### config.mk
export PLATFORM = sky130hd
export DESIGN_NAME = mlt_ctrl
export DESIGN_NICKNAME = d
export VERILOG_FILES = /design/src/sv/mac_learning_table_with_aging_assert.svh /design/src/sv/mlt_pkg.sv /design/src/sv/mlt_ctrl.sv
export SDC_FILE = /design/constraint.sdc
export NUM_CORES = 1
export LEC_CHECK = 0
export ABC_CLOCK_PERIOD_IN_PS = 1030
export BUFFER_PORTS_ARGS = -buffer_cell sky130_fd_sc_hd__buf_4
export CAP_MARGIN = 15
export CORE_AREA = 8 8 45 47
export CTS_BUF_LIST = sky130_fd_sc_hd__clkbuf_16
export DETAILED_ROUTE_END_ITERATION = 8
export DIE_AREA = 0 0 53 55
export PLACE_DENSITY = 0.48
export SLEW_MARGIN = 0
export SYNTH_ARGS = -nofsm -noshare
export SYNTH_HDL_FRONTEND = slang
export SYNTH_SLANG_ARGS = --single-unit
### constraint.sdc
create_clock -name clk -period 1.03 [get_ports clk]
set_input_delay 0.1545 -clock clk [delete_from_list [all_inputs] [get_ports clk]]
set_output_delay 0.1545 -clock clk [all_outputs]
set_load 0.02 [all_outputs]
### src/sv/mac_learning_table_with_aging_assert.svh
// assertion macros for the mac learning table
// used by the top level only, no other dependencies
`ifndef MAC_LEARNING_TABLE_WITH_AGING_ASSERT_SVH
`define MAC_LEARNING_TABLE_WITH_AGING_ASSERT_SVH
`ifndef NO_ASSERTIONS
`define MLT_ASSERT(lbl, prop) \
  lbl: assert property (@(posedge clk) disable iff (rst) prop) else $error("mlt check failed");
`define MLT_ASSERT_ALWAYS(lbl, prop) \
  lbl: assert property (@(posedge clk) prop) else $error("mlt check failed");
`else
`define MLT_ASSERT(lbl, prop)
`define MLT_ASSERT_ALWAYS(lbl, prop)
`endif
`endif

### src/sv/mlt_pkg.sv
// shared constants and controller/datapath interface types
// no dependencies
`timescale 1ns / 1ps
`default_nettype none
package mlt_pkg;
  localparam int DEFAULT_DEPTH = 256;
  localparam logic [15:0] MAX_AGE_RST = 16'd300;
  localparam logic [7:0] AGING_RST = 8'd5;
  localparam int ENTRY_W = 48 + 64 + 16 + 32;
  localparam logic REG_MAX_AGE = 1'b0;
  localparam logic REG_AGING = 1'b1;
  localparam logic OP_PACKET = 1'b0;
  localparam logic OP_TICK = 1'b1;

  typedef struct packed {
    logic load_pkt;
    logic tick;
    logic scan_start;
    logic scan_run;
    logic sweep_mode;
    logic commit;
  } cmd_t;

  typedef struct packed {
    logic scan_done;
    logic sweep_due;
  } sts_t;
endpackage
`default_nettype wire

### src/sv/mlt_ctrl.sv
// controller state machine sequencing packet scans and aging sweeps
// depends on mlt_pkg
`timescale 1ns / 1ps
`default_nettype none
module mlt_ctrl (
  input  wire logic          clk,
  input  wire logic          rst,
  input  wire logic          start,
  input  wire logic          op,
  input  wire logic          is_ethernet,
  input  wire mlt_pkg::sts_t sts,
  output mlt_pkg::cmd_t      cmd,
  output logic               busy
);
  typedef enum logic [1:0] {S_IDLE, S_SCAN, S_COMMIT, S_SWEEP} state_t;
  state_t state;
  logic accept;

  assign accept = start & ~busy;

  always_comb begin
    cmd = '0;
    case (state)
      S_IDLE: begin
        if (accept && op == mlt_pkg::OP_TICK) begin
          cmd.tick = 1'b1;
          cmd.scan_start = sts.sweep_due;
        end else if (accept && is_ethernet) begin
          cmd.load_pkt = 1'b1;
          cmd.scan_start = 1'b1;
        end
      end
      S_SCAN: cmd.scan_run = 1'b1;
      S_COMMIT: cmd.commit = 1'b1;
      S_SWEEP: begin
        cmd.scan_run = 1'b1;
        cmd.sweep_mode = 1'b1;
      end
      default: cmd = '0;
    endcase
  end

  always_ff @(posedge clk) begin
    if (rst) begin
      state <= S_IDLE;
      busy <= 1'b0;
    end else begin
      case (state)
        S_IDLE: begin
          if (accept && op == mlt_pkg::OP_TICK && sts.sweep_due) begin
            state <= S_SWEEP;
            busy <= 1'b1;
          end else if (accept && op == mlt_pkg::OP_PACKET && is_ethernet) begin
            state <= S_SCAN;
            busy <= 1'b1;
          end
        end
        S_SCAN: begin
          if (sts.scan_done) begin
            state <= S_COMMIT;
          end
        end
        S_COMMIT: begin
          state <= S_IDLE;
          busy <= 1'b0;
        end
        S_SWEEP: begin
          if (sts.scan_done) begin
            state <= S_IDLE;
            busy <= 1'b0;
          end
        end
        default: begin
          state <= S_IDLE;
          busy <= 1'b0;
        end
      endcase
    end
  end
endmodule
`default_nettype wire

Word level (Yosys, flattened, before mapping)
Cells that the tools add are included.
{ "op_classes": {"n_eq_ne": 6, "muxes": 17, "bitwise": 3, "n_reduce_logical": 10} }
{ "op_table": {"columns": ["op", "count"], "rows": [
  ["2-to-1 mux 1 bit", 10],
  ["2-to-1 mux 2 bit", 4],
  ["case mux 2 bit (4 select lines)", 1],
  ["AND reduction 3 bit", 2],
  ["logical AND 1 bit", 5],
  ["== test 2 bit (second input constant)", 2],
  ["inequality test 2 bit (second input constant)", 2],
  ["2-to-1 mux 3 bit", 1],
  ["inequality test 3 bit (second input constant)", 1],
  ["case mux 1 bit (3 select lines)", 1],
  ["nonzero test 3 bit", 1],
  ["== test 2 x 1 -> 1 bit (second input constant)", 1],
  ["logical NOT 2 bit", 1],
  ["inverter 1 bit", 2],
  ["OR reduction 2 bit", 1],
  ["AND 1 bit", 1]
]} }
{ "word_totals": {"register_bits": 3, "in_bits": 7, "output_inout_bits": 7} }

Depth between registers and ports, before layout
Gate-level depths: netlist of the first run.
{ "logic_depth": {"ltp_word": 7, "depth_mapped": 3, "depth_no_buf": 3} }

Worst setup path before layout of the first run
Ideal clock, no wire load.
{ "synth_timing": {"path_type": "flip-flop to output port", "startpoint": "register busy", "endpoint": "output port cmd[5] in the netlist's numbering", "t_arrival_ns": 1.015, "t_required_ns": 0.876, "path_slack_ns": -0.140, "path_stages_with_launch": 3, "n_path_buf": 0, "path_cell_list": "dfxtp_1 > nor4b_2 > and3b_1"} }
{ "synth_lines": {"columns": ["element", "line", "source"], "rows": [
  ["from (decl)", "mlt_ctrl.sv:13", "output logic busy"],
  ["from (signal assigned)", "mlt_ctrl.sv:46", "busy <= 1'b0;"],
  ["from (signal assigned)", "mlt_ctrl.sv:52", "busy <= 1'b1;"],
  ["from (signal assigned)", "mlt_ctrl.sv:55", "busy <= 1'b1;"],
  ["to (decl)", "mlt_ctrl.sv:12", "output mlt_pkg::cmd_t cmd,"]
]} }

==> results of run 1 <==
-- worst max-delay path by stage --
stage              to  slack [ns]
6_report       cmd[5]       -0.34
5_1_grt        cmd[5]       -0.41
4_1_cts        cmd[5]       -0.31
3_5_place_dp   cmd[5]       -0.12
3_3_place_gp   cmd[5]       -0.10
2_1_floorplan  cmd[5]       -0.06
-- synth_stat cells, types with 2 or more instances --
library cell	count
a21oi_1	2
nor2_1	4
dfxtp_1	3
and2_1	2
-- state kept, by name, summed over array words and instances, names as in the netlist --
signal  flops
busy        1
state       2
-- power breakdown --
part           total, mW  internal, mW  switching [mW]  leakage [nW]
Sequential         0.139         0.129          0.0101        0.0261
Clock              0.599         0.500          0.0995        0.0423
Combinational      0.218         0.126          0.0921         0.185
-- repair_timing --
item | in CTS | in global routing
setup buffers | 3 | 3
setup endpoints to repair | 7 | 9
gates resized for setup | 13 | 1
pin swaps | 3 | 0
-- worst max-delay path, stage by stage (launching register included) --
cell and delay (ns):
dfxtp_2 0.32, nor4b_4 0.33, and3b_2 0.23, buf_6 0.11
-- per-stage QoR --
stage                     cells  hold slack, ns  util, %  power, mW  TNS (ns)
after floorplan              23           0.214        -      0.224   -0.0951
after global placement       56           0.336     26.3      0.306    -0.273
after detailed placement     56           0.335     26.3      0.306    -0.292
after CTS                    63          0.0968     36.3      0.954     -1.78
after global routing         66          0.0972     38.2      0.999     -2.43
final                        66          0.0984     38.2      0.956     -1.95
-- cells in the final DEF (no fill, tap or decap), drive strengths merged --
| cell | count |
|---|---|
| nand3 | 1 |
| and2b | 1 |
| nand4b | 1 |
| and3b | 1 |
| clkinvlp | 1 |
| inv | 1 |
| nor2 | 4 |
| o21ai | 1 |
| a2bb2oi | 1 |
| a21oi | 2 |
| nor4b | 1 |
| dfxtp | 3 |
| a211oi | 1 |
| mux2 | 1 |
| clkbuf | 3 |
| and2 | 3 |
| buf | 24 |
-- kinds of logic (layout without fill, tap and decap cells) --
family          Yosys count  count (layout)  synth area share [%]
compound gates            5               5                  18.5
simple gates             12              12                  41.4
mux                       1               1                  5.73
buf+inv                   2              29                  3.82
flops                     3               3                  30.6
-- cell type report --
cell class	count	area, um^2	area share, %
sequential	3	66.3	12.6
timing repair buffer	24	199	37.7
tap	16	20.0	3.79
clock buffer	3	75.1	14.2
clock inverter	1	3.75	0.711
inverter	1	7.51	1.42
multi-input combinational	18	156	29.6
-- layer usage --
metal  track usage (%)  wire (um)  vias up
met5                 0          0        -
met4              6.47         28        0
met3              2.41         49        4
met2              8.79        351        8
met1              5.17        302      113
li1                  -          -      137
==> results_dict.tcl, run 1 <==
set metrics [dict create \
    initial_core_util_pct 14.2 \
    hold_start "rst" \
    synth_seq_cells 3 \
    crit_type "flip-flop to primary output" \
    yosys_warnings 0 \
    ff2ff_path_depth 6 \
    dp_hpwl_um 540 \
    htreeDepth 1 \
    fmax_ghz 0.733 \
    routed_wl_um 731 \
    grt_overflow 0 \
    r2r-start "state[0]$_SDFFE_PP0P_" \
    antenna_found_initial 0 \
    ctsHoldBuffers 0 \
    area_growth_pct 169 \
    drc 0 \
    syn-num-nets 30 \
    worst-r2r-setup-slack_ns -0.19 \
    status "finished, violations left" \
    synthFlopType "dfxtp_1" \
    synthCells 23 \
    cp.arrival_ns 1.21 \
    gp_congestion 0.704 \
    min_path_type "input port to flip-flop" \
    synth_top_area_cell "dfxtp_1" \
    crit_required_ns 0.88 \
    grt_pass1_vias 260 \
    synthArstFlopShare_pct 0 \
    first_pass_iters 1 \
    numCtsBuffers 3 \
    dieArea_mm2 0.00292 \
    antenna_cells 0 \
    crit_start "state[0]$_SDFFE_PP0P_" \
    maxSlewViolCount 0 \
    fin_crit_sh_pct 133 \
    tritoncts "done" \
    tightest_slew_ns 0.267 \
    path_max_fanout 4 \
    drt_iter0_drc 0 \
    synth.top_cell.area_share_pct 30.6 \
    r2r_end "busy$_SDFFE_PP0P_" \
    clk_latency_ns 0.22 \
    root_buffer "clkbuf_16" \
    grt_util_all_layers_pct 5.63 \
    period_needed_ns 1.37 \
    grt_max_degree 6 \
    nets 58 \
    fin_skew_ns 0.000488 \
    setup_ws_ns -0.335 \
    worstSetupEndpointType "primary output" \
    p_per_area_mw_per_mm2 1810 \
    viasPerCell 3.97 \
    cp-start-kind "flip-flop" \
    portBuffers 13 \
    synth_edf_count 0 \
    drive_gt1_share_pct 84.0 \
    min_delay_worst_endpoint "state[1]$_SDFFE_PP0P_" \
    synth_area_um2 196 \
    p_leak_nw 0.253 \
    yosysUniqueCellTypes 16 \
    rsz0062_at_grt "yes" \
    clk_pin_slew_ns 0.03 \
    synth_seq_area_share_pct 30.6 \
    holdPathStages 2 \
    clock_path_buffers 2 \
    wl_per_cell_um 11.1 \
    grt_pass1_wl_um 1120 \
    ioPinCount 14 \
    syn_avg_cell_area_um2 8.54 \
    cts.sinks 3 \
    die_y_um 55 \
    violations "negative setup slack" \
    dpl_worst_slack_ns -0.116 \
    dieWidth_um 53 \
    synth_area_leaders "dfxtp_1, nor2_1, nor4b_2" \
    drv_cap 0 \
    ir_drop_uv 955 \
    place_area_um2 364 \
    rows 14 \
    finalSetupViolCount 9 \
    design_area_um2 528 \
    antenna_left 0 \
    fillers 148 \
    hold_viol 0 \
    coreArea_mm2 0.00138 \
    slew_headroom_pct 82.1 \
    vias 262 \
]
(Power assumes the default switching activity.)
==> inputs of run 2 (changes only) <==
- BUFFER_PORTS_ARGS: -buffer_cell sky130_fd_sc_hd__buf_4 -> unset
- DONT_BUFFER_PORTS: unset -> 1
- MAX_ROUTING_LAYER: unset -> met4
- PLACE_DENSITY: 0.48 -> 0.39
==> results_dict.tcl, run 2 (same netlist as run 1, synthesis figures left out) <==
set metrics [dict create \
    final_cell_mix "buf_6, nor2_1, clkbuf_16, buf_4" \
    coreArea_mm2 0.00138 \
    initial_core_util_pct 14.2 \
    r2r-start "state[0]$_SDFFE_PP0P_" \
    antenna_cells 0 \
    clk_latency_ns 0.22 \
    nets 42 \
    tns_ns -1.03 \
    design_area_um2 408 \
    crit_start "state[1]$_SDFFE_PP0P_" \
    top_regs "state x2, busy x1" \
    first_pass_iters 2 \
    drive_gt1_share_pct 70.6 \
    root_buffer "clkbuf_16" \
    crit_required_ns 0.88 \
    crit_type "flip-flop to primary output" \
    fin_crit_sh_pct 129 \
    grt_max_degree 6 \
    numCtsBuffers 3 \
    fin_cells 50 \
    place_area_um2 267 \
    min_path_type "input port to flip-flop" \
    vias 220 \
    drc 0 \
    worstSetupEndpointType "primary output" \
    clock_path_buffers 2 \
    grt_overflow 0 \
    drv_cap 0 \
    area_growth_pct 108 \
    largest_reg_flops 2 \
    rsz0062_at_grt "yes" \
    rows 14 \
    routed_wl_um 709 \
    hold_viol 0 \
    grt_pass1_wl_um 1090 \
    clk_pin_slew_ns 0.03 \
    dieArea_mm2 0.00292 \
    fin_skew_ns 0.00146 \
    ir_drop_uv 721 \
    layout_commonest_cell "buf_6" \
    violations "negative setup slack" \
    cp.arrival_ns 1.17 \
    maxSlewViolCount 0 \
    gp_congestion 0.643 \
    portBuffers 0 \
    dieWidth_um 53 \
    die_y_um 55 \
    largest-register "state" \
    finalSetupViolCount 6 \
    period_needed_ns 1.32 \
    cp-start-kind "flip-flop" \
    antenna_left 0 \
    viasPerCell 4.40 \
    tightest_slew_ns 0.262 \
    timing.hold.ws_ns 0.0873 \
    place_inst 43 \
    setup_ws_ns -0.294 \
    cts.sinks 3 \
    fmax_ghz 0.755 \
    p_per_area_mw_per_mm2 2220 \
    grt_pass1_vias 259 \
    p_leak_nw 0.173 \
    status "finished, violations left" \
    path_max_fanout 4 \
    ioPinCount 14 \
    wl_per_cell_um 14.2 \
    hold_start "start" \
    tritoncts "done" \
    htreeDepth 1 \
    grt_util_all_layers_pct 6.07 \
    drt_iter0_drc 4 \
    antenna_found_initial 0 \
    slew_headroom_pct 82.5 \
]
-- run 2: timing repair --
action	in CTS	in global routing
buffers inserted	2	1
gates resized for setup	12	3
setup endpoints to repair	5	7
endpoints found under the hold margin	3	0
hold buffers	1	0
pin swaps	4	4
-- run 2: cell type report --
type	count	area [um^2]
Fill cell	152	976
Multi-Input combinational cell	18	156
Timing Repair Buffer	8	77.6
Clock buffer	3	75.1
Sequential cell	3	68.8
Tap cell	16	20.0
Inverter	1	6.26
Clock inverter	1	3.75
-- run 2: critical path, cell delays in order (launching register included) --
cell and delay (ns):
dfxtp_2 0.32, nor4b_4 0.32, and3b_2 0.30
-- run 2: layer usage --
layer / part of all wire [%] / up-vias / global-route usage [%] / routed length, um
met3: 25 / 4 / 5.08 / 177
met5: 0 / - / - / 0
li1: - / 104 / - / -
met2: 36 / 19 / 6.84 / 252
met1: 35 / 93 / 5.45 / 245
met4: 4.7 / 0 / 7.76 / 33
-- run 2: worst paths after layout --
path	end	slack (ns)	cells past startpoint
min	busy$_SDFFE_PP0P_	0.09	2
max	cmd[5]	-0.29	2
max reg2reg	state[1]$_SDFFE_PP0P_	-0.01	4
min reg2reg	state[0]$_SDFFE_PP0P_	0.63	3
-- run 2: power breakdown --
group / switching (mW) / internal, mW / total, mW
sequential: 0.0106 / 0.128 / 0.138
clock: 0.110 / 0.501 / 0.611
combinational: 0.0768 / 0.0795 / 0.156
total: 0.197 / 0.708 / 0.905
-- run 2: through the flow --
stage / setup WS, ns / power (mW) / utilization [%]
after floorplan: -0.0581 / 0.224 / -
after global placement: -0.0399 / 0.257 / 19.3
after detailed placement: -0.0960 / 0.259 / 19.3
after CTS: -0.307 / 0.906 / 28.8
after global routing: -0.342 / 0.932 / 29.5
final: -0.294 / 0.905 / 29.5
